===== src/design/mwo_pkg.sv =====
// shared constants and tables of the mecanum wheel odometry block
package mwo_pkg;

  // bit-serial multiplier operand widths
  localparam int MulAW = 34;
  localparam int MulBW = 32;
  localparam int MulPW = MulAW + MulBW;

  // restoring divider widths
  localparam int DivNW = 64;
  localparam int DivDW = 52;

  // cordic datapath width and iteration count
  localparam int CorW = 36;
  localparam int CordicSteps = 30;

  // accumulator width for sums of products
  localparam int AccW = 68;

  // angle constants in Q30, plus the Q47 scale constant KQ47
  localparam logic [31:0] KQ47        = 32'd3598143388;
  localparam logic [33:0] PiQ30       = 34'd3373259426;
  localparam logic [33:0] HalfPiQ30   = 34'd1686629713;
  localparam logic [33:0] TwoPiQ30    = 34'd6746518852;
  localparam logic [33:0] CordicStart = 34'd652032874;

  // register reset values
  localparam logic [15:0] RadiusReset = 16'd2130;
  localparam logic [19:0] WbaseReset  = 20'd35389;
  localparam logic [15:0] PeriodReset = 16'd2621;

  // register indexes on the configuration port
  localparam logic [1:0] RegRadius = 2'd0;
  localparam logic [1:0] RegWbase  = 2'd1;
  localparam logic [1:0] RegPeriod = 2'd2;

  // atan(2^-i) in Q30, floored
  function automatic logic [CorW-1:0] atan_q30(input logic [4:0] i);
    logic [CorW-1:0] r;
    case (i)
      5'd0:  r = 36'd843314856;
      5'd1:  r = 36'd497837829;
      5'd2:  r = 36'd263043836;
      5'd3:  r = 36'd133525158;
      5'd4:  r = 36'd67021686;
      5'd5:  r = 36'd33543515;
      5'd6:  r = 36'd16775850;
      5'd7:  r = 36'd8388437;
      5'd8:  r = 36'd4194282;
      5'd9:  r = 36'd2097149;
      5'd10: r = 36'd1048575;
      5'd11: r = 36'd524287;
      5'd12: r = 36'd262143;
      5'd13: r = 36'd131071;
      5'd14: r = 36'd65535;
      5'd15: r = 36'd32767;
      5'd16: r = 36'd16383;
      5'd17: r = 36'd8191;
      5'd18: r = 36'd4095;
      5'd19: r = 36'd2047;
      5'd20: r = 36'd1023;
      5'd21: r = 36'd511;
      5'd22: r = 36'd255;
      5'd23: r = 36'd127;
      5'd24: r = 36'd63;
      5'd25: r = 36'd31;
      5'd26: r = 36'd15;
      5'd27: r = 36'd7;
      5'd28: r = 36'd3;
      5'd29: r = 36'd1;
      default: r = '0;
    endcase
    return r;
  endfunction

endpackage


===== src/design/mwo_div.sv =====
// radix-2 restoring divider, one quotient bit per cycle
module mwo_div import mwo_pkg::*; (
  input  logic             clk_i,
  input  logic             rst_ni,
  input  logic             start_i,
  input  logic [DivNW-1:0] num_i,
  input  logic [DivDW-1:0] den_i,
  output logic             done_o,
  output logic [DivNW-1:0] quo_o,
  output logic [DivDW-1:0] rem_o
);

  logic             busy_q;
  logic             done_q;
  logic [5:0]       cnt_q;
  logic [DivNW-1:0] num_q;
  logic [DivDW-1:0] den_q;
  logic [DivDW-1:0] rem_q;
  logic [DivDW:0]   shifted;
  logic [DivDW+1:0] diff;
  logic             ge;

  assign shifted = {rem_q, num_q[DivNW-1]};
  assign diff    = {1'b0, shifted} - {2'b00, den_q};
  assign ge      = !diff[DivDW+1];

  always_ff @(posedge clk_i or negedge rst_ni) begin
    if (!rst_ni) begin
      busy_q <= 1'b0;
      done_q <= 1'b0;
      cnt_q  <= '0;
    end else begin
      done_q <= 1'b0;
      if (start_i) begin
        busy_q <= 1'b1;
        cnt_q  <= '0;
      end else if (busy_q) begin
        cnt_q <= cnt_q + 6'd1;
        if (cnt_q == 6'(DivNW - 1)) begin
          busy_q <= 1'b0;
          done_q <= 1'b1;
        end
      end
    end
  end

  always_ff @(posedge clk_i) begin
    if (start_i) begin
      num_q <= num_i;
      den_q <= den_i;
      rem_q <= '0;
    end else if (busy_q) begin
      rem_q <= ge ? diff[DivDW-1:0] : shifted[DivDW-1:0];
      num_q <= {num_q[DivNW-2:0], ge};
    end
  end

  assign done_o = done_q;
  assign quo_o  = num_q;
  assign rem_o  = rem_q;

endmodule


===== config.mk =====
export PLATFORM = sky130hd
export DESIGN_NAME = mwo_div
export DESIGN_NICKNAME = d
export VERILOG_FILES = /design/src/design/mwo_pkg.sv /design/src/design/mwo_div.sv
export SDC_FILE = /design/constraint.sdc
export NUM_CORES = 1
export LEC_CHECK = 0
export ABC_AREA = 0
export BUFFER_PORTS_ARGS = -buffer_cell sky130_fd_sc_hd__buf_2
export CORE_UTILIZATION = 45
export DETAILED_ROUTE_END_ITERATION = 7
export GPL_TIMING_DRIVEN = 0
export PLACE_DENSITY = 0.65
export SYNTH_ARGS = -nofsm -noshare
export SYNTH_HDL_FRONTEND = slang
export SYNTH_SLANG_ARGS = --single-unit

===== constraint.sdc =====
create_clock -name clk_i -period 3.65 [get_ports clk_i]
set_clock_uncertainty 0.05 [all_clocks]
set_input_delay 0.1825 -clock clk_i [delete_from_list [all_inputs] [get_ports clk_i]]
set_output_delay 0.1825 -clock clk_i [all_outputs]
set_load 0.02 [all_outputs]

Word-level counts from Yosys, hierarchy flattened:

Index checks and enable logic that the tools add are counted.

* logic and storage cells: 22
* flip-flop bits (word level): 176
* input port bits: 119
* output and inout bits: 117
* latch bits: 0
* memory bits (read-only): 0
* bits in writable memories: 0
* memories: 0

* order comparisons: 0
* add/subtract/negate cells: 2
* divide/modulo/power cells: 0
* bitwise gates (word level): 0
* reductions and logical operators: 2
* shift operators: 0
* muxes and demuxes: 11
* multipliers: 0
* equality and inequality tests: 1

Operators by type and width (count)
* $mux 64: 2
* $sub 53x52->54: 1
* $mux 52: 1
* $mux 6: 2
* $add 6x1->6 const B: 1
* $eq 6x6->1 const B: 1
* $mux 1: 6
* $reduce_bool 2->1: 1
* $logic_not 1->1: 1

Longest topological paths before layout:

* depth in word-level cells: 4
* depth in mapped cells: 15

Worst setup path after synthesis:

No wires, ideal clock.

* kind: register -> register
* start: register num_q[63], in the netlist quo_o[63]
* end: register rem_q[1], in the netlist rem_o[1]
* stages on the path, launching flop included: 15
* required time: 3.525 ns
* setup slack: 0.514 ns
* arrival: 3.011 ns
* clock period less this slack: 3.136 ns
* cell sequence: edfxtp_1 inv_1 ha_1 nor2b_1 o2111ai_1 a21oi_2 o21ai_1 a21oi_4 a31oi_4 o41ai_4 a31o_1 buf_6 buf_12 mux2_1 o22ai_1

* longest elaborated chain between the ends: 2

Ends and longest elaborated chain
* start, declared: RTL line mwo_div.sv:16 `logic [DivNW-1:0] num_q;`
* start signal, assigned: RTL line mwo_div.sv:49 `num_q <= num_i;`
* start signal, assigned: RTL line mwo_div.sv:54 `num_q <= {num_q[DivNW-2:0], ge};`
* $sub 53x52->54: RTL line mwo_div.sv:24 `assign diff = {1'b0, shifted} - {2'b00, den_q};`
* $mux 52: RTL line mwo_div.sv:53 `rem_q <= ge ? diff[DivDW-1:0] : shifted[DivDW-1:0];`
* end signal, assigned: RTL line mwo_div.sv:53
* end, declared: RTL line mwo_div.sv:18 `logic [DivDW-1:0] rem_q;`

Every way passes these cells.
A chain may end at the register's enable or synchronous reset.

Final worst setup path:

* start: register num_q[63], in the netlist quo_o[63]
* end: register rem_q[0], in the netlist rem_o[0]

* longest elaborated chain between the ends: 2

Ends and longest elaborated chain (RTL line)
* $sub 53x52->54: mwo_div.sv:24
* $mux 52 (*): mwo_div.sv:53

Every way passes the cells marked *; elsewhere a longest branch is shown, timed or not.

==> results.sh <==
export IMPL_die_h_microns=152
export IMPL_start_util_pct=46.2
export IMPL_rsz0062_at_grt="no"
export IMPL_place_hpwl_microns=19300
export IMPL_synth_async_reset_ratio_pct=4.55
export IMPL_cp_end_kind="register"
export IMPL_final_antenna_net_count=0
export IMPL_routedWlPerCell_microns=17.0
export IMPL_die_area_sq_um=23100
export IMPL_maxCapViolations=0
export IMPL_synthCells=929
export IMPL_grtUsageMet2_pct=41.0
export IMPL_worst_path_max_fanout=10
export IMPL_rows=54
export IMPL_finalCritPeriodShare_pct=95.6
export IMPL_synth_warnings=0
export IMPL_nFillCells=1844
export IMPL_insertedDiodeCount=0
export IMPL_finalHoldViolations=0
export IMPL_cts_tree="done"
export IMPL_nNetsFinal=1468
export IMPL_via_per_inst=5.28
export IMPL_place_area_sq_um=11700
export IMPL_p_leak_nw=5.95
export IMPL_top_usage_layer="met2"
export IMPL_arrival_ns=3.80
export IMPL_gp_congestion=0.848
export IMPL_yosys_register_bits=176
export IMPL_synth_edf_count=116
export IMPL_layout_drive_gt1_share_pct=28.0
export IMPL_htree_num_levels=4
export IMPL_cts_made_buffers=17
export IMPL_grtUsageTotal_pct=23.8
export IMPL_worstPathCellList="inv_1 -> ha_1 -> nor2b_1 -> o2111ai_1 -> a21oi_2 -> o21ai_1 -> a21oi_4 -> a31oi_4 -> o41ai_4 -> a31o_1 -> buf_6 -> buf_12 -> mux2_1 -> o22ai_1"
export IMPL_drv_slew=0
export IMPL_preCtsSetupSlack_ns=-0.216
export IMPL_cts_setup_buffers=0
export IMPL_fmax_mhz=287
export IMPL_fin_setup_tns_ns=0
export IMPL_use_met3_pct=5.70
export IMPL_synth_top_area_share_pct=34.5
export IMPL_antenna_found_initial=0
export IMPL_postSynthAreaPerCell_sq_um=10.9
export IMPL_outcome="finished clean"
export IMPL_clock_sinks=176
export IMPL_ios=236
export IMPL_clk_latency_ns=0.43
export IMPL_worst_pin_slew_ns=1.28
export IMPL_setup_slack_ns=0.162
export IMPL_first_iter_violations=355
export IMPL_period_needed_ns=3.49
export IMPL_worstSetupPathType="register to register"
export IMPL_grt_pass1_vias=8542
export IMPL_fin_hold_ws_ns=0.0191
export IMPL_grt_max_degree=55
export IMPL_startpoint_type="register"
export IMPL_seq_area_sq_um=4720
export IMPL_fin_util_pct=61.0
export IMPL_mostFrequentLayoutCell="buf_2"
export IMPL_synth_largest_area_cell="edfxtp_1"
export IMPL_fin_area_sq_um=13400
export IMPL_slew_headroom_pct=14.8
export IMPL_dominantRegCellSynth="edfxtp_1"
export IMPL_drc=0
export IMPL_first_pass_iters=4
export IMPL_slowest_stage="edfxtp_1"
export IMPL_hold_class="primary input to register"
export IMPL_critical_path_max_stage_delay_ns=0.43
export IMPL_clk_path_buf_depth=2
export IMPL_globalRouteOverflowTotal=0
export IMPL_pwr_density_cell_nw_per_um2=706
export IMPL_grt_first_pass_wirelength_microns=43900
export IMPL_path_clk_slew_ns=0.07
export IMPL_synth_nets=1102
export IMPL_coreArea_sq_um=21900
export IMPL_final_cell_mix="241 x buf_2, 116 x edfxtp_1, 111 x dlygate4sd3_1"
export IMPL_synth_area_top_cells="edfxtp_1 34%, dfxtp_1 10%, mux2_2 7.1%, ha_1 6.6%, mux2i_1 4.7%"
export IMPL_critPathRequiredTime_ns=3.96
export IMPL_netlist_area_sq_um=10100
export IMPL_ys_seq_area_share_pct=46.8
export IMPL_root_buffer="clkbuf_16"
export IMPL_met1_usage_pct=29.9
export IMPL_routed_wl_microns=27000
export IMPL_synth_cell_types=70
export IMPL_setup_viol=0
export IMPL_portBuffers=235
export IMPL_die_x_microns=152
export IMPL_area_delta_synth_final_pct=32.2
export IMPL_ir_drop_v=0.000353
export IMPL_via_count=8383
export IMPL_multi_input_area_sq_um=4850
metal layers:
metal | wire length, microns | share of wire (%)
met3 | 1450 | 5.4
met4 | 399 | 1.5
met2 | 13100 | 49
met5 | 0 | 0
met1 | 12100 | 45
synth_stat cells (3+ instances only):
cell,number
nand3_1,9
dfrtp_1,8
and3_1,6
a21oi_2,3
buf_4,3
a31oi_1,5
o211ai_1,7
buf_2,6
nor2b_1,8
o21a_1,7
o21ai_0,24
o21bai_1,8
mux2_2,64
nand4_1,16
xor2_1,27
edfxtp_1,116
a21oi_1,55
nand2b_1,11
nor2_1,79
xnor2_1,27
dfxtp_1,52
and2_1,4
nor3_1,7
buf_12,5
nand2_1,42
ha_1,53
clkbuf_1,33
inv_1,63
mux2i_1,47
a21o_1,28
o22ai_1,7
nor3b_1,3
a211oi_1,49
through the flow:
stage               total power, mW  cells
floorplan                      6.36    929
global placement               7.46   1444
detailed placement             7.49   1445
CTS                            9.48   1586
global route                   10.1   1587
finish                         9.43   1587
state kept, by name, summed over array words and instances, names as in the netlist:
signal  flops
rem_o      52
busy_q      1
den_q      52
done_o      1
cnt_q       6
quo_o      64
worst paths after layout:
| kind | start | end | slack, ns | cells after the start |
|---|---|---|---|---|
| max reg2reg | quo_o[63] | rem_o[0] | 0.16 | 14 |
| max in group asynchronous | rst_ni | cnt_q[5] | 3.29 | 2 |
| min reg2reg | rem_o[9] | rem_o[9] | 0.47 | 2 |
| min | num_i[35] | quo_o[35] | 0.02 | 2 |
| max | quo_o[63] | rem_o[0] | 0.16 | 14 |
| min in group asynchronous | rst_ni | done_o | 0.07 | 2 |
critical path, delay by kind of cell (launching register included):
family / cells / cell delay, ns
compound gates: 8 / 1.78
fa+ha+maj: 1 / 0.22
buf+inv: 3 / 0.41
flops: 1 / 0.43
mux: 1 / 0.33
simple gates: 1 / 0.18
cell families after synthesis:
family,Yosys count,synth area share (%)
AO/OA/AOI/OAI,224,15.4
AND/OR/NAND/NOR,195,9.15
flip-flops,176,46.8
buffers and inverters,113,5.27
multiplexers,113,12.0
XOR/XNOR,54,4.68
adder cells (fa/ha/maj),54,6.76
where the power goes:
group	internal [mW]	leakage (nW)	switching, mW
logic	2.06	3.96	2.60
registers	2.54	1.71	0.366
clock network	0.977	0.284	0.883
timing repair:
item                                   CTS  global route
pin swaps                                0             1
setup endpoints to repair                2            35
gates resized for setup                  1             2
endpoints found under the hold margin  117             1
hold buffers                           110             1
layout make-up:
cell class                 count  area share, %
buffer                        50           2.22
clock buffer                  17           3.18
clock inverter                14           1.23
inverter                      63           1.77
multi-input combinational    640           36.3
sequential                   176           35.4
tap                          280           2.62
timing repair buffer         347           17.3
No activity file was read; power rests on OpenSTA's default activity.
