**src/design/mwo_pkg.sv**
```systemverilog
// shared constants and tables of the mecanum wheel odometry block
package mwo_pkg;

  // bit-serial multiplier operand widths
  localparam int MulAW = 34;
  localparam int MulBW = 32;
  localparam int MulPW = MulAW + MulBW;

  // restoring divider widths
  localparam int DivNW = 64;
  localparam int DivDW = 52;

  // cordic datapath width and iteration count
  localparam int CorW = 36;
  localparam int CordicSteps = 30;

  // accumulator width for sums of products
  localparam int AccW = 68;

  // angle constants in Q30, plus the Q47 scale constant KQ47
  localparam logic [31:0] KQ47        = 32'd3598143388;
  localparam logic [33:0] PiQ30       = 34'd3373259426;
  localparam logic [33:0] HalfPiQ30   = 34'd1686629713;
  localparam logic [33:0] TwoPiQ30    = 34'd6746518852;
  localparam logic [33:0] CordicStart = 34'd652032874;

  // register reset values
  localparam logic [15:0] RadiusReset = 16'd2130;
  localparam logic [19:0] WbaseReset  = 20'd35389;
  localparam logic [15:0] PeriodReset = 16'd2621;

  // register indexes on the configuration port
  localparam logic [1:0] RegRadius = 2'd0;
  localparam logic [1:0] RegWbase  = 2'd1;
  localparam logic [1:0] RegPeriod = 2'd2;

  // atan(2^-i) in Q30, floored
  function automatic logic [CorW-1:0] atan_q30(input logic [4:0] i);
    logic [CorW-1:0] r;
    case (i)
      5'd0:  r = 36'd843314856;
      5'd1:  r = 36'd497837829;
      5'd2:  r = 36'd263043836;
      5'd3:  r = 36'd133525158;
      5'd4:  r = 36'd67021686;
      5'd5:  r = 36'd33543515;
      5'd6:  r = 36'd16775850;
      5'd7:  r = 36'd8388437;
      5'd8:  r = 36'd4194282;
      5'd9:  r = 36'd2097149;
      5'd10: r = 36'd1048575;
      5'd11: r = 36'd524287;
      5'd12: r = 36'd262143;
      5'd13: r = 36'd131071;
      5'd14: r = 36'd65535;
      5'd15: r = 36'd32767;
      5'd16: r = 36'd16383;
      5'd17: r = 36'd8191;
      5'd18: r = 36'd4095;
      5'd19: r = 36'd2047;
      5'd20: r = 36'd1023;
      5'd21: r = 36'd511;
      5'd22: r = 36'd255;
      5'd23: r = 36'd127;
      5'd24: r = 36'd63;
      5'd25: r = 36'd31;
      5'd26: r = 36'd15;
      5'd27: r = 36'd7;
      5'd28: r = 36'd3;
      5'd29: r = 36'd1;
      default: r = '0;
    endcase
    return r;
  endfunction

endpackage

```
**src/design/mwo_mul.sv**
```systemverilog
// bit-serial shift-add multiplier, one multiplier bit per cycle
module mwo_mul import mwo_pkg::*; (
  input  logic             clk_i,
  input  logic             rst_ni,
  input  logic             start_i,
  input  logic [MulAW-1:0] a_i,
  input  logic [MulBW-1:0] b_i,
  output logic             done_o,
  output logic [MulPW-1:0] prod_o
);

  logic             busy_q;
  logic             done_q;
  logic [4:0]       cnt_q;
  logic [MulAW-1:0] a_q;
  logic [MulBW-1:0] b_q;
  logic [MulPW-1:0] acc_q;
  logic [MulAW:0]   hi_sum;

  assign hi_sum = {1'b0, acc_q[MulPW-1:MulBW]} + (b_q[0] ? {1'b0, a_q} : '0);

  always_ff @(posedge clk_i or negedge rst_ni) begin
    if (!rst_ni) begin
      busy_q <= 1'b0;
      done_q <= 1'b0;
      cnt_q  <= '0;
    end else begin
      done_q <= 1'b0;
      if (start_i) begin
        busy_q <= 1'b1;
        cnt_q  <= '0;
      end else if (busy_q) begin
        cnt_q <= cnt_q + 5'd1;
        if (cnt_q == 5'(MulBW - 1)) begin
          busy_q <= 1'b0;
          done_q <= 1'b1;
        end
      end
    end
  end

  always_ff @(posedge clk_i) begin
    if (start_i) begin
      a_q   <= a_i;
      b_q   <= b_i;
      acc_q <= '0;
    end else if (busy_q) begin
      acc_q <= {hi_sum, acc_q[MulBW-1:1]};
      b_q   <= b_q >> 1;
    end
  end

  assign done_o = done_q;
  assign prod_o = acc_q;

endmodule

```
**config.mk**
```make
export PLATFORM = sky130hd
export DESIGN_NAME = mwo_mul
export DESIGN_NICKNAME = d
export VERILOG_FILES = /design/src/design/mwo_pkg.sv /design/src/design/mwo_mul.sv
export SDC_FILE = /design/constraint.sdc
export NUM_CORES = 1
export LEC_CHECK = 0
export ABC_AREA = 1
export BUFFER_PORTS_ARGS = -buffer_cell sky130_fd_sc_hd__buf_2
export CAP_MARGIN = 20
export CORE_MARGIN = 4
export CORE_UTILIZATION = 35
export CTS_BUF_LIST = sky130_fd_sc_hd__clkbuf_16
export DETAILED_ROUTE_END_ITERATION = 12
export HOLD_SLACK_MARGIN = 0.1
export REMOVE_ABC_BUFFERS = 1
export SYNTH_ARGS = -nofsm -noshare
export SYNTH_HDL_FRONTEND = slang
export SYNTH_SLANG_ARGS = --single-unit
```
**constraint.sdc**
```tcl
create_clock -name clk_i -period 3.1 [get_ports clk_i]
set_clock_uncertainty 0.1 [all_clocks]
set_input_delay 0.31 -clock clk_i [delete_from_list [all_inputs] [get_ports clk_i]]
set_output_delay 0.31 -clock clk_i [all_outputs]
set_load 0.01 [all_outputs]
```
After elaboration in Yosys (flattened, before gate mapping) --
Index checks and enable logic that the tools add are counted.
Cells by class: add/subtract/negate cells 2, equal/unequal tests 1, multiplexer cells 11, reduce and logical (&&, ||, !) cells 1
Operators with widths (count):
- 2-to-1 mux 32 bit | 2
- adder 34 x 34 -> 35 bit | 1
- 2-to-1 mux 34 bit | 1
- 2-to-1 mux 5 bit | 2
- 2-to-1 mux 1 bit | 6
- adder 5 x 1 -> 5 bit, second input constant | 1
- equality test 5 bit, second input constant | 1
- nonzero test 2 bit | 1
Word-level totals: register bits 139, output and inout bits 67, word-level logic and storage cells 21

Longest topological paths before layout --
Gate-level depths: netlist of the first run.
word-level depth 4, gate-level depth with buffers 19, gate-level depth less buffers 18

Least setup slack after synthesis of the first run --
No wires, ideal clock.
path type input port to flip-flop, start in start_i, end reg b_q[0] (enable), data arrival time 1.771 ns, path slack 0.820 ns, cell stages on the path 4, path through buf_2 nor2_1 inv_1 buf_1
Between the ends: cells in the longest elaborated chain, start to end 1
RTL lines:
- from (decl) | RTL line mwo_mul.sv:5 | input logic start_i,
- nonzero test 2 bit (no line)
- to (signal assigned) | RTL line mwo_mul.sv:45 | b_q <= b_i;
- to (signal assigned) | RTL line mwo_mul.sv:49 | b_q <= b_q >> 1;
- to (decl) | RTL line mwo_mul.sv:16 | logic [MulBW-1:0] b_q;
No other way between the ends. A chain may end at the register's enable or synchronous reset.

Final worst setup path of the first run --
start reg b_q[0], end reg acc_q[61] (netlist: prod_o[61])
Between the ends: cells in the longest elaborated chain, start to end 2
RTL lines:
- 2-to-1 mux 34 bit | RTL line mwo_mul.sv:20 | assign hi_sum = {1'b0, acc_q[MulPW-1:MulBW]} + (b_q[0] ? {1'b0, a_q} : '0);
- adder 34 x 34 -> 35 bit | RTL line mwo_mul.sv:20
- to (signal assigned) | RTL line mwo_mul.sv:48 | acc_q <= {hi_sum, acc_q[MulBW-1:1]};
- to (decl) | RTL line mwo_mul.sv:17 | logic [MulPW-1:0] acc_q;
No other way between the ends.

==> impl_metrics.csv, run 1 <==
group,metric,value,unit
die,rows,53,
clocking,cts_tree,"yes",
outcome,outcome,"complete, no violations",
clocking,cts_repair_resize_count,0,
routing,antenna_left,0,
place,postPlaceCellArea,8510,um2
finish,syn_to_final_growth,30.4,%
pwr,p_sw_share,32.0,%
critical_path,cpMostUsedCell,"nand2_1",
critical_path,start_kind,"flop",
die,ios,136,
die,dieHeight,154,um
clocking,clk_path_buf_depth,2,
die,start_util,35.6,%
place,place_hpwl,15200,um
timing,tns,0,ns
yosys,syn_area,7500,um2
routing,vias,6768,
yosys,yosys.area.top_type_share,26.4,%
global_route,grt_overflow,0,
critical_path,arrival,2.85,ns
critical_path,worst-path-buf-inv,5,
pwr,p_per_area,541,nW/um2
routing,drcViolationCount,0,
critical_path,critical_path_required,3.33,ns
finish,drive_gt1_share,17.7,%
pwr,intPower,3.60,mW
yosys,synth-async-reset-ratio,5.04,%
finish,fin_util,46.4,%
timing,slew-limit-headroom,60.6,%
timing,max_freq,0.381,GHz
yosys,ys.flop_type,"edfxtp_1",
critical_path,reg2reg_from,"b_q[0]$_DFFE_PP_",
routing,wl_per_cell,14.2,um
die,core,21100,um2
global_route,antenna_found_initial,0,
pwr,pwr-share-comb,19.5,%
critical_path,critPathSlowestCell,"fa_1",
hold_path,hp-class,"input pin to flop",
die,dieArea,23800,um2
timing,finalHoldViolCount,0,
clocking,htree_num_levels,4,
place,dp_slack,0.490,ns
routing,drt_wl_total,21100,um
timing,hold_slack,0.131,ns
timing,slew_viol_final,0,
die,die_x,154,um
pwr,switching_power,1.69,mW
pwr,vdd_ir_drop_max,0.370,mV
critical_path,path_delay_family,"simple AND/OR/NAND/NOR gates",
place,place.gp.congestion,0.890,
critical_path,critPathMaxFanout,34,
clocking,clk_pin_slew,0.07,ns
hold_path,hp-start,"b_i[0]",
finish,fin_area,9790,um2
timing,rsz0062_at_grt,"false",
yosys,synth_commonest_cells,"310 x nand2_1, 173 x inv_1, 82 x nor2_1, 66 x dfxtp_1, 66 x edfxtp_1",
routing,drt_pass1_iterations,5,
pwr,leakage,5.06,nW
clocking,numCtsBuffers,17,
run,max_cap_violations,0,
global_route,grt_max_degree,53,
finish,final_nets,1300,
yosys,syn_area_per_cell,7.57,um2
pwr,p_seq_share,41.1,%
routing,vias_per_cell,4.57,
timing,finalCritPeriodShare,84.7,%
place,io_buffers,135,
critical_path,crit_path_end_kind,"flop",
pwr,clock_power_share,39.4,%
clocking,clkLatencyLatePin,0.44,ns
critical_path,startpoint,"b_q[0]$_DFFE_PP_",
yosys,yosysSeqAreaShare,46.3,%
yosys,synth-seq-cells,139,
routing,drt-initial-drc-count,267,
critical_path,path_cells,"buf_12 > nand2_1 > inv_1 > ha_1 > inv_1 > fa_1 > inv_1 > nand3_1 > nand2_2 > nand2_1 > nand2_2 > nand3_1 > nand2_1 > nand2_1 > nand3_1 > nand3_1 > nand2_1 > inv_1",
yosys,yosys_warnings,0,
global_route,grt_pass1_vias,6864,
global_route,grt_pass1_wl,34600,um
finish,num_antenna_cells,0,
yosys,netlist.top_cell.by_area,"edfxtp_1",
timing,finalSetupViolations,0,
timing,fin_ws,0.476,ns
yosys,yosys.cell_types.count,37,
critical_path,crit_type,"flop to flop",
timing,fin_crit,2.62,ns
yosys,synthCells,992,
clocking,clock-root-buffer,"clkbuf_16",
clocking,cts_sinks,139,
timing,worstMarginPinSlew,0.591,ns
global_route,track_usage,18.0,%
critical_path,cpPeakStageDelay,0.39,ns
yosys,synth_most_common_cell,"nand2_1",
yosys,synthTopCellsByArea,"edfxtp_1 26%, dfxtp_1 18%, nand2_1 16%, inv_1 8.7%, ha_1 6.0%",
yosys,synth_edf_count,66,
-- metal layers --
metal / routed length, um / GRT usage, % / share of wire [%]
met2: 9730 / 29.6 / 46
met3: 1220 / 4.67 / 5.8
met5: 0 / 0 / 0
met1: 9810 / 23.6 / 47
met4: 292 / 4.96 / 1.4
-- final timing paths --
path | endpoint | slack (ns) | cells past startpoint
worst max-delay path | prod_o[61]$_SDFFE_PP0P_ | 0.48 | 18
worst min-delay path | b_q[0]$_DFFE_PP_ | 0.13 | 3
worst max register to register | prod_o[61]$_SDFFE_PP0P_ | 0.48 | 18
worst min register to register | prod_o[0]$_SDFFE_PP0P_ | 0.38 | 2
max in group asynchronous | cnt_q[0]$_DFFE_PN0P_ | 2.57 | 2
min in group asynchronous | cnt_q[4]$_DFFE_PN0P_ | 0.16 | 2
-- state kept, by name, indices dropped and copies added (netlist names) --
signal / flops
cnt_q: 5
busy_q: 1
a_q: 34
prod_o: 66
done_o: 1
b_q: 32
-- power by group through the flow --
stage	Combinational (mW)	Clock (mW)	Sequential (mW)
6_report	1.03	2.09	2.17
5_1_grt	1.17	2.21	2.19
4_1_cts	1.04	2.13	2.18
3_5_place_dp	0.966	0	2.22
3_3_place_gp	0.963	0	2.22
2_1_floorplan	0.588	0	2.23
-- worst min-delay path, stage by stage --
cell,delay (ns)
buf_2,0.07
nand2_1,0.04
nand2_1,0.11
-- layout make-up --
class	instances	area (um2)
tap	275	344
multi-input combinational	649	3260
fill	2124	11300
clock buffer	17	425
timing repair buffer	209	1420
inverter	178	668
sequential	139	3480
clock inverter	15	191
-- timing repair --
| action | CTS | global route |
|---|---|---|
| hold endpoints to repair | 72 | 0 |
| hold buffers | 66 | 0 |
| setup buffers | 0 | 0 |
-- per-stage QoR --
step / power, mW / std cells
final: 5.29 / 1482
after global routing: 5.58 / 1482
after CTS: 5.35 / 1482
after detailed placement: 3.18 / 1384
after global placement: 3.18 / 1384
after floorplan: 2.82 / 966
-- cells by family (layout without fill, tap and decap cells) --
kind of cell               after synthesis  in the layout  synth area share, %
and+or+nand+nor                        483            483                 26.6
buffers and inverters                  204            419                 10.3
DFF                                    139            139                 46.3
AOI/OAI and AO/OA                      121            121                 9.64
adders and majority gates               37             37                 6.27
xor gates and xnor gates                 8              8                0.934
-- layout by cell type (no fill, tap or decap), types with 2 or more instances in the layout --
| cell | instances |
|---|---|
| o22ai_1 | 30 |
| nand2_2 | 11 |
| nor2_2 | 6 |
| inv_6 | 4 |
| o21bai_1 | 5 |
| or2_2 | 4 |
| buf_2 | 134 |
| inv_8 | 3 |
| edfxtp_1 | 66 |
| a21oi_2 | 5 |
| dlygate4sd3_1 | 66 |
| o21ai_0 | 29 |
| dfxtp_1 | 66 |
| nand3_2 | 3 |
| a21oi_1 | 34 |
| xnor2_1 | 4 |
| nor3_2 | 2 |
| nand3_1 | 45 |
| clkinv_8 | 6 |
| a31oi_1 | 3 |
| buf_4 | 7 |
| nand4_1 | 5 |
| dfrtp_1 | 7 |
| o211ai_1 | 3 |
| o21ai_1 | 4 |
| ha_1 | 36 |
| a32o_1 | 5 |
| xor2_1 | 4 |
| inv_1 | 172 |
| nor2_1 | 82 |
| clkbuf_16 | 17 |
| buf_12 | 2 |
| nand2_1 | 310 |
| inv_2 | 6 |
| nor3_1 | 12 |
Note: power is estimated with default switching activity, not from simulation.
==> run 2, diff against run 1 <==
- ABC_AREA: 1 -> 0
- clock period: 3.1 -> 2.2 ns (I/O delays scaled with it)
==> impl_metrics.csv, run 2 <==
group,metric,value,unit
global_route,grt_pass1_wl,32500,um
critical_path,startpoint,"b_q[0]$_DFFE_PP_",
global_route,antenna_found_initial,0,
die,die_x,151,um
yosys,yosys.cell_types.count,66,
die,rows,52,
critical_path,crit_end,"prod_o[63]$_SDFFE_PP0P_",
critical_path,critPathSlowestCell,"edfxtp_1",
critical_path,reg2reg_from,"b_q[0]$_DFFE_PP_",
clocking,clock-root-buffer,"clkbuf_16",
yosys,yosysSeqAreaShare,48.4,%
clocking,clk_path_buf_depth,2,
yosys,synth_commonest_cells,"73 x nor2_1, 66 x dfxtp_1, 66 x edfxtp_1, 41 x mux2i_1",
yosys,synth-seq-cells,139,
clocking,numCtsBuffers,17,
global_route,grt.busiest_layer,"met2",
finish,final_nets,1140,
routing,wl_per_cell,15.5,um
finish,fin_area,11200,um2
clocking,clk_pin_slew,0.06,ns
yosys,ys.flop_type,"edfxtp_1",
timing,finalCritPeriodShare,131,%
finish,largest_reg_flops,66,
clocking,clkLatencyLatePin,0.42,ns
critical_path,path_cells,"buf_6 > and2_4 > ha_4 > inv_2 > fa_2 > and2b_1 > o2111ai_2 > a31oi_2 > buf_4 > a31o_4 > and3_4 > or3_1 > a32o_1",
yosys,synth-async-reset-ratio,5.04,%
yosys,synthCells,678,
routing,drt-initial-drc-count,223,
timing,fin_crit,2.88,ns
yosys,synthTopCellsByArea,"edfxtp_1 28%, dfxtp_1 18%, ha_1 6.3%, mux2i_1 5.7%, mux2_2 4.9%",
outcome,failed_checks,"setup timing",
critical_path,crit_path_end_kind,"flop",
finish,final_common_cell,"buf_4",
critical_path,rrSetupSlack,-0.68,ns
yosys,yosys.area.top_type_share,27.6,%
place,place.gp.congestion,0.885,
timing,slew-limit-headroom,59.7,%
global_route,grtUsageMet1,23.4,%
yosys,yosys_warnings,0,
yosys,syn_area_per_cell,10.6,um2
global_route,met2_usage,29.5,%
timing,hold_slack,0.372,ns
pwr,p_total,9.38,mW
critical_path,worst_r2r_path_depth,13,
critical_path,cpPeakStageDelay,0.38,ns
pwr,p_per_area,834,nW/um2
critical_path,crit_type,"flop to flop",
clocking,cts_sinks,139,
critical_path,critPathMaxFanout,7,
finish,num_antenna_cells,0,
critical_path,rr_endpoint,"prod_o[63]$_SDFFE_PP0P_",
die,core,20200,um2
routing,antenna_left,0,
critical_path,start_kind,"flop",
pwr,vdd_ir_drop_max,0.482,mV
timing,finalSetupViolations,30,
finish,final_cell_mix,"158 x buf_4, 134 x buf_2, 69 x dlygate4sd3_1",
global_route,grt_max_degree,57,
global_route,grt_util_met3,5.00,%
timing,max_freq,0.347,GHz
global_route,grt_pass1_vias,6484,
die,ios,136,
timing,rsz0062_at_grt,"true",
clocking,htree_num_levels,4,
timing,finalHoldViolCount,0,
finish,drive_gt1_share,44.5,%
finish,syn_to_final_growth,56.6,%
yosys,synth_edf_count,66,
finish,fillerInstances,1778,
die,dieHeight,151,um
yosys,syn_area,7180,um2
routing,drt_pass1_iterations,5,
timing,worstMarginPinSlew,0.604,ns
routing,drt_wl_total,20400,um
run,max_cap_violations,0,
hold_path,hp-class,"flop to flop",
timing,slew_viol_final,0,
pwr,leakage,5.14,nW
die,start_util,35.5,%
global_route,track_usage,17.9,%
yosys,synth_most_common_cell,"nor2_1",
outcome,outcome,"finished with violations",
routing,drcViolationCount,0,
die,dieArea,22900,um2
critical_path,critical_path_required,2.41,ns
place,io_buffers,135,
clocking,cts_tree,"yes",
routing,vias_per_cell,4.85,
global_route,grt_overflow,0,
yosys,netlist.top_cell.by_area,"edfxtp_1",
place,postPlaceCellArea,9230,um2
place,place_hpwl,13900,um
routing,vias,6393,
critical_path,arrival,3.09,ns
timing,fin_ws,-0.680,ns
==> run 2: critical path, delay by kind of cell (launching register included) <==
| family | cells | cell delay (ns) |
|---|---|---|
| and+or+nand+nor | 4 | 0.83 |
| DFF | 1 | 0.38 |
| adders and majority gates | 2 | 0.33 |
| AOI/OAI and AO/OA | 4 | 0.78 |
| buffers and inverters | 3 | 0.38 |
==> run 2: logic make-up (layout without fill, tap and decap cells) <==
group | count (synthesis) | count (layout) | share of synthesized area (%)
xor+xnor | 18 | 18 | 2.20
buf+inv | 48 | 417 | 2.79
flops | 139 | 139 | 48.4
simple gates | 220 | 220 | 15.1
fa+ha+maj | 37 | 37 | 6.55
compound gates | 144 | 144 | 14.4
mux | 72 | 72 | 10.6
==> run 2: area by class of cell <==
class | instances | area, um2 | area share (%)
Tap cell | 270 | 338 | 3.00
Timing Repair Buffer | 373 | 2700 | 24.0
Multi-Input combinational cell | 491 | 4110 | 36.6
Clock inverter | 13 | 101 | 0.901
Inverter | 12 | 45.0 | 0.401
Sequential cell | 139 | 3480 | 30.9
Clock buffer | 19 | 475 | 4.23
==> run 2: per-layer routing <==
layer	routed length (um)	up-vias
li1	-	3202
met3	1170	17
met4	180	0
met1	9350	3024
met5	0	-
met2	9690	150
==> run 2: report_power, final <==
part,internal [mW],total (mW),switching [mW]
Combinational,1.82,3.36,1.54
Clock,1.60,2.81,1.21
Sequential,3.01,3.20,0.193
==> run 2: how the worst min path moves through the flow <==
stage                             from                       to  slack [ns]  depth (start not counted)
3_3_place_gp                    rst_ni     cnt_q[0]$_DFFE_PN0P_       -0.04                          1
6_report       prod_o[53]$_SDFFE_PP0P_  prod_o[53]$_SDFFE_PP0P_        0.37                          2
4_1_cts        prod_o[53]$_SDFFE_PP0P_  prod_o[53]$_SDFFE_PP0P_        0.38                          2
2_1_floorplan                   rst_ni         busy_q$_DFF_PN0_       -0.18                          0
3_5_place_dp                    rst_ni     cnt_q[0]$_DFFE_PN0P_       -0.04                          1
5_1_grt        prod_o[53]$_SDFFE_PP0P_  prod_o[53]$_SDFFE_PP0P_        0.40                          2
==> run 2: repair_timing <==
| action | 4_1_cts | 5_1_grt |
|---|---|---|
| endpoints found under the hold margin | 91 | 0 |
| pin swaps | 38 | 42 |
| setup buffers | 11 | 5 |
| setup endpoints to repair | 31 | 31 |
| resized for setup | 91 | 42 |
| hold buffers | 69 | 0 |
==> run 2: metrics by stage <==
step | cells | TNS, ns | setup slack, ns | util (%)
floorplan | 642 | -73.03 | -1.49 | -
global placement | 1204 | -16.23 | -0.818 | 45.6
detailed placement | 1204 | -17.34 | -0.872 | 45.6
CTS | 1314 | -14.53 | -0.709 | 54.4
global route | 1317 | -17.59 | -0.781 | 55.6
finish | 1317 | -14.19 | -0.680 | 55.6
==> run 3, diff against run 2 <==
- PLACE_DENSITY: not set -> 0.66
- RECOVER_POWER: not set -> 100
==> impl_metrics.csv, run 3 (same netlist as run 2, synthesis figures left out) <==
group,metric,value,unit
clocking,clk_pin_slew,0.07,ns
finish,num_antenna_cells,0,
place,io_buffers,135,
timing,slew-limit-headroom,55.5,%
global_route,grt_util_met3,4.64,%
finish,final_common_cell,"buf_4",
die,dieHeight,151,um
pwr,pwr-share-comb,35.4,%
pwr,clock_power_share,31.2,%
die,ios,136,
global_route,grt_overflow,0,
finish,drive_gt1_share,40.0,%
pwr,p_seq_share,33.4,%
die,start_util,35.5,%
finish,syn_to_final_growth,56.0,%
timing,fin_ws,-0.796,ns
finish,seqCellArea,3480,um2
finish,final_nets,1139,
timing,finalHoldViolCount,0,
routing,drcViolationCount,0,
outcome,failed_checks,"setup timing",
finish,multi_input_area,4130,um2
routing,drt_wl_total,21000,um
global_route,antenna_found_initial,0,
critical_path,critPathMaxFanout,18,
clocking,numCtsBuffers,17,
hold_path,hp-class,"flop to flop",
clocking,clkLatencyLatePin,0.42,ns
die,dieArea,22900,um2
timing,tns,-21.87,ns
global_route,grt_max_degree,57,
place,place_hpwl,13700,um
routing,antenna_left,0,
timing,worstMarginPinSlew,0.667,ns
clocking,htree_num_levels,4,
critical_path,arrival,3.21,ns
outcome,outcome,"finished with violations",
clocking,clock-root-buffer,"clkbuf_16",
routing,wl_per_cell,16.0,um
timing,slew_viol_final,0,
global_route,met2_usage,30.6,%
die,core,20200,um2
timing,max_freq,0.334,GHz
routing,drt-initial-drc-count,381,
pwr,switching_power,3.00,mW
place,postPlaceCellArea,9190,um2
global_route,track_usage,17.9,%
global_route,grt.busiest_layer,"met2",
pwr,leakage,4.93,nW
pwr,intPower,6.60,mW
finish,fillerInstances,1725,
pwr,p_per_area,857,nW/um2
finish,final_cell_mix,"136 x buf_4, 84 x buf_2, 69 x dlygate4sd3_1",
clocking,clk_path_buf_depth,2,
critical_path,crit_type,"flop to flop",
critical_path,start_kind,"flop",
finish,largest_reg_flops,66,
timing,finalSetupViolations,65,
routing,vias_per_cell,4.98,
finish,fin_area,11200,um2
die,rows,52,
timing,finalCritPeriodShare,136,%
global_route,grt_pass1_wl,32500,um
routing,vias,6559,
critical_path,crit_path_end_kind,"flop",
routing,drt_pass1_iterations,5,
pwr,vdd_ir_drop_max,0.542,mV
clocking,cts_sinks,139,
run,max_cap_violations,0,
critical_path,critical_path_required,2.41,ns
global_route,grt_pass1_vias,6578,
pwr,p_sw_share,31.2,%
global_route,grtUsageMet1,22.2,%
clocking,cts_tree,"yes",
die,die_x,151,um
timing,fin_crit,3.00,ns
place,place.gp.congestion,0.913,
timing,rsz0062_at_grt,"true",
run 3: cell types whose count changed in the layout (fill, tap and decap cells not counted), moves of 3 or more:
cell | before | now
buf_2 | 134 | 84
o21ai_0 | 9 | 12
a21oi_4 | 3 | 7
clkbuf_2 | 0 | 4
a21oi_1 | 28 | 23
clkbuf_4 | 0 | 15
clkbuf_1 | 0 | 54
o21ai_1 | 14 | 11
nor2_2 | 3 | 6
buf_4 | 158 | 136
run 3: critical path, cell delays in order (launching register included):
cell and delay (ns):
edfxtp_1 0.44, buf_4 0.23, and2_1 0.19, ha_4 0.30, buf_4 0.14, nand4_1 0.16
or3_1 0.42, a211o_1 0.30, buf_4 0.16, a21o_1 0.19, a32o_1 0.25
run 3: final cells by class:
| type | count | area share [%] |
|---|---|---|
| flip-flops and latches | 139 | 31.1 |
| repair buffers | 372 | 23.1 |
| clock inverters | 12 | 1.05 |
| inverters | 12 | 0.402 |
| well taps | 270 | 3.02 |
| multi-input cells | 491 | 36.8 |
| clock buffers | 20 | 4.47 |
run 3: worst paths after layout:
check | from | end | slack (ns) | cells after the start
setup / recovery | b_q[0]$_DFFE_PP_ | prod_o[56]$_SDFFE_PP0P_ | -0.80 | 10
hold / removal | prod_o[55]$_SDFFE_PP0P_ | prod_o[55]$_SDFFE_PP0P_ | 0.37 | 2
setup reg to reg | b_q[0]$_DFFE_PP_ | prod_o[56]$_SDFFE_PP0P_ | -0.80 | 10
hold reg to reg | prod_o[55]$_SDFFE_PP0P_ | prod_o[55]$_SDFFE_PP0P_ | 0.37 | 2
max in group asynchronous | rst_ni | busy_q$_DFF_PN0_ | 1.06 | 3
min in group asynchronous | rst_ni | cnt_q[0]$_DFFE_PN0P_ | 0.67 | 3
run 3: through the flow:
stage	utilization [%]	hold WS, ns	worst slack [ns]	instances	power (mW)
6_report	55.3	0.373	-0.796	1316	9.59
5_1_grt	55.3	0.407	-0.881	1316	10.1
3_3_place_gp	45.4	-0.0366	-0.703	1196	5.96
2_1_floorplan	-	-0.176	-1.49	642	4.56
3_5_place_dp	45.4	-0.0306	-0.782	1196	5.99
4_1_cts	54.0	0.381	-0.726	1304	9.37
run 3: routing by layer:
metal	wire length [um]	up-vias
met2	10400	181
met5	0	-
met4	330	0
met1	9040	3143
met3	1260	29
li1	-	3206
run 3: power groups by stage:
stage	Sequential (mW)	Combinational, mW	Clock, mW
CTS	3.19	3.12	3.06
finish	3.21	3.40	2.99
detailed placement	3.21	2.78	0
global placement	3.21	2.75	0
global route	3.24	3.68	3.18
floorplan	3.28	1.28	0
run 3: what timing repair did:
action | in CTS | in global routing
gates resized for setup | 74 | 62
setup buffers | 7 | 16
hold buffers | 69 | 0
hold endpoints to repair | 74 | 0
cloned | 1 | 0
pin swaps | 15 | 46
setup endpoints to repair | 30 | 31
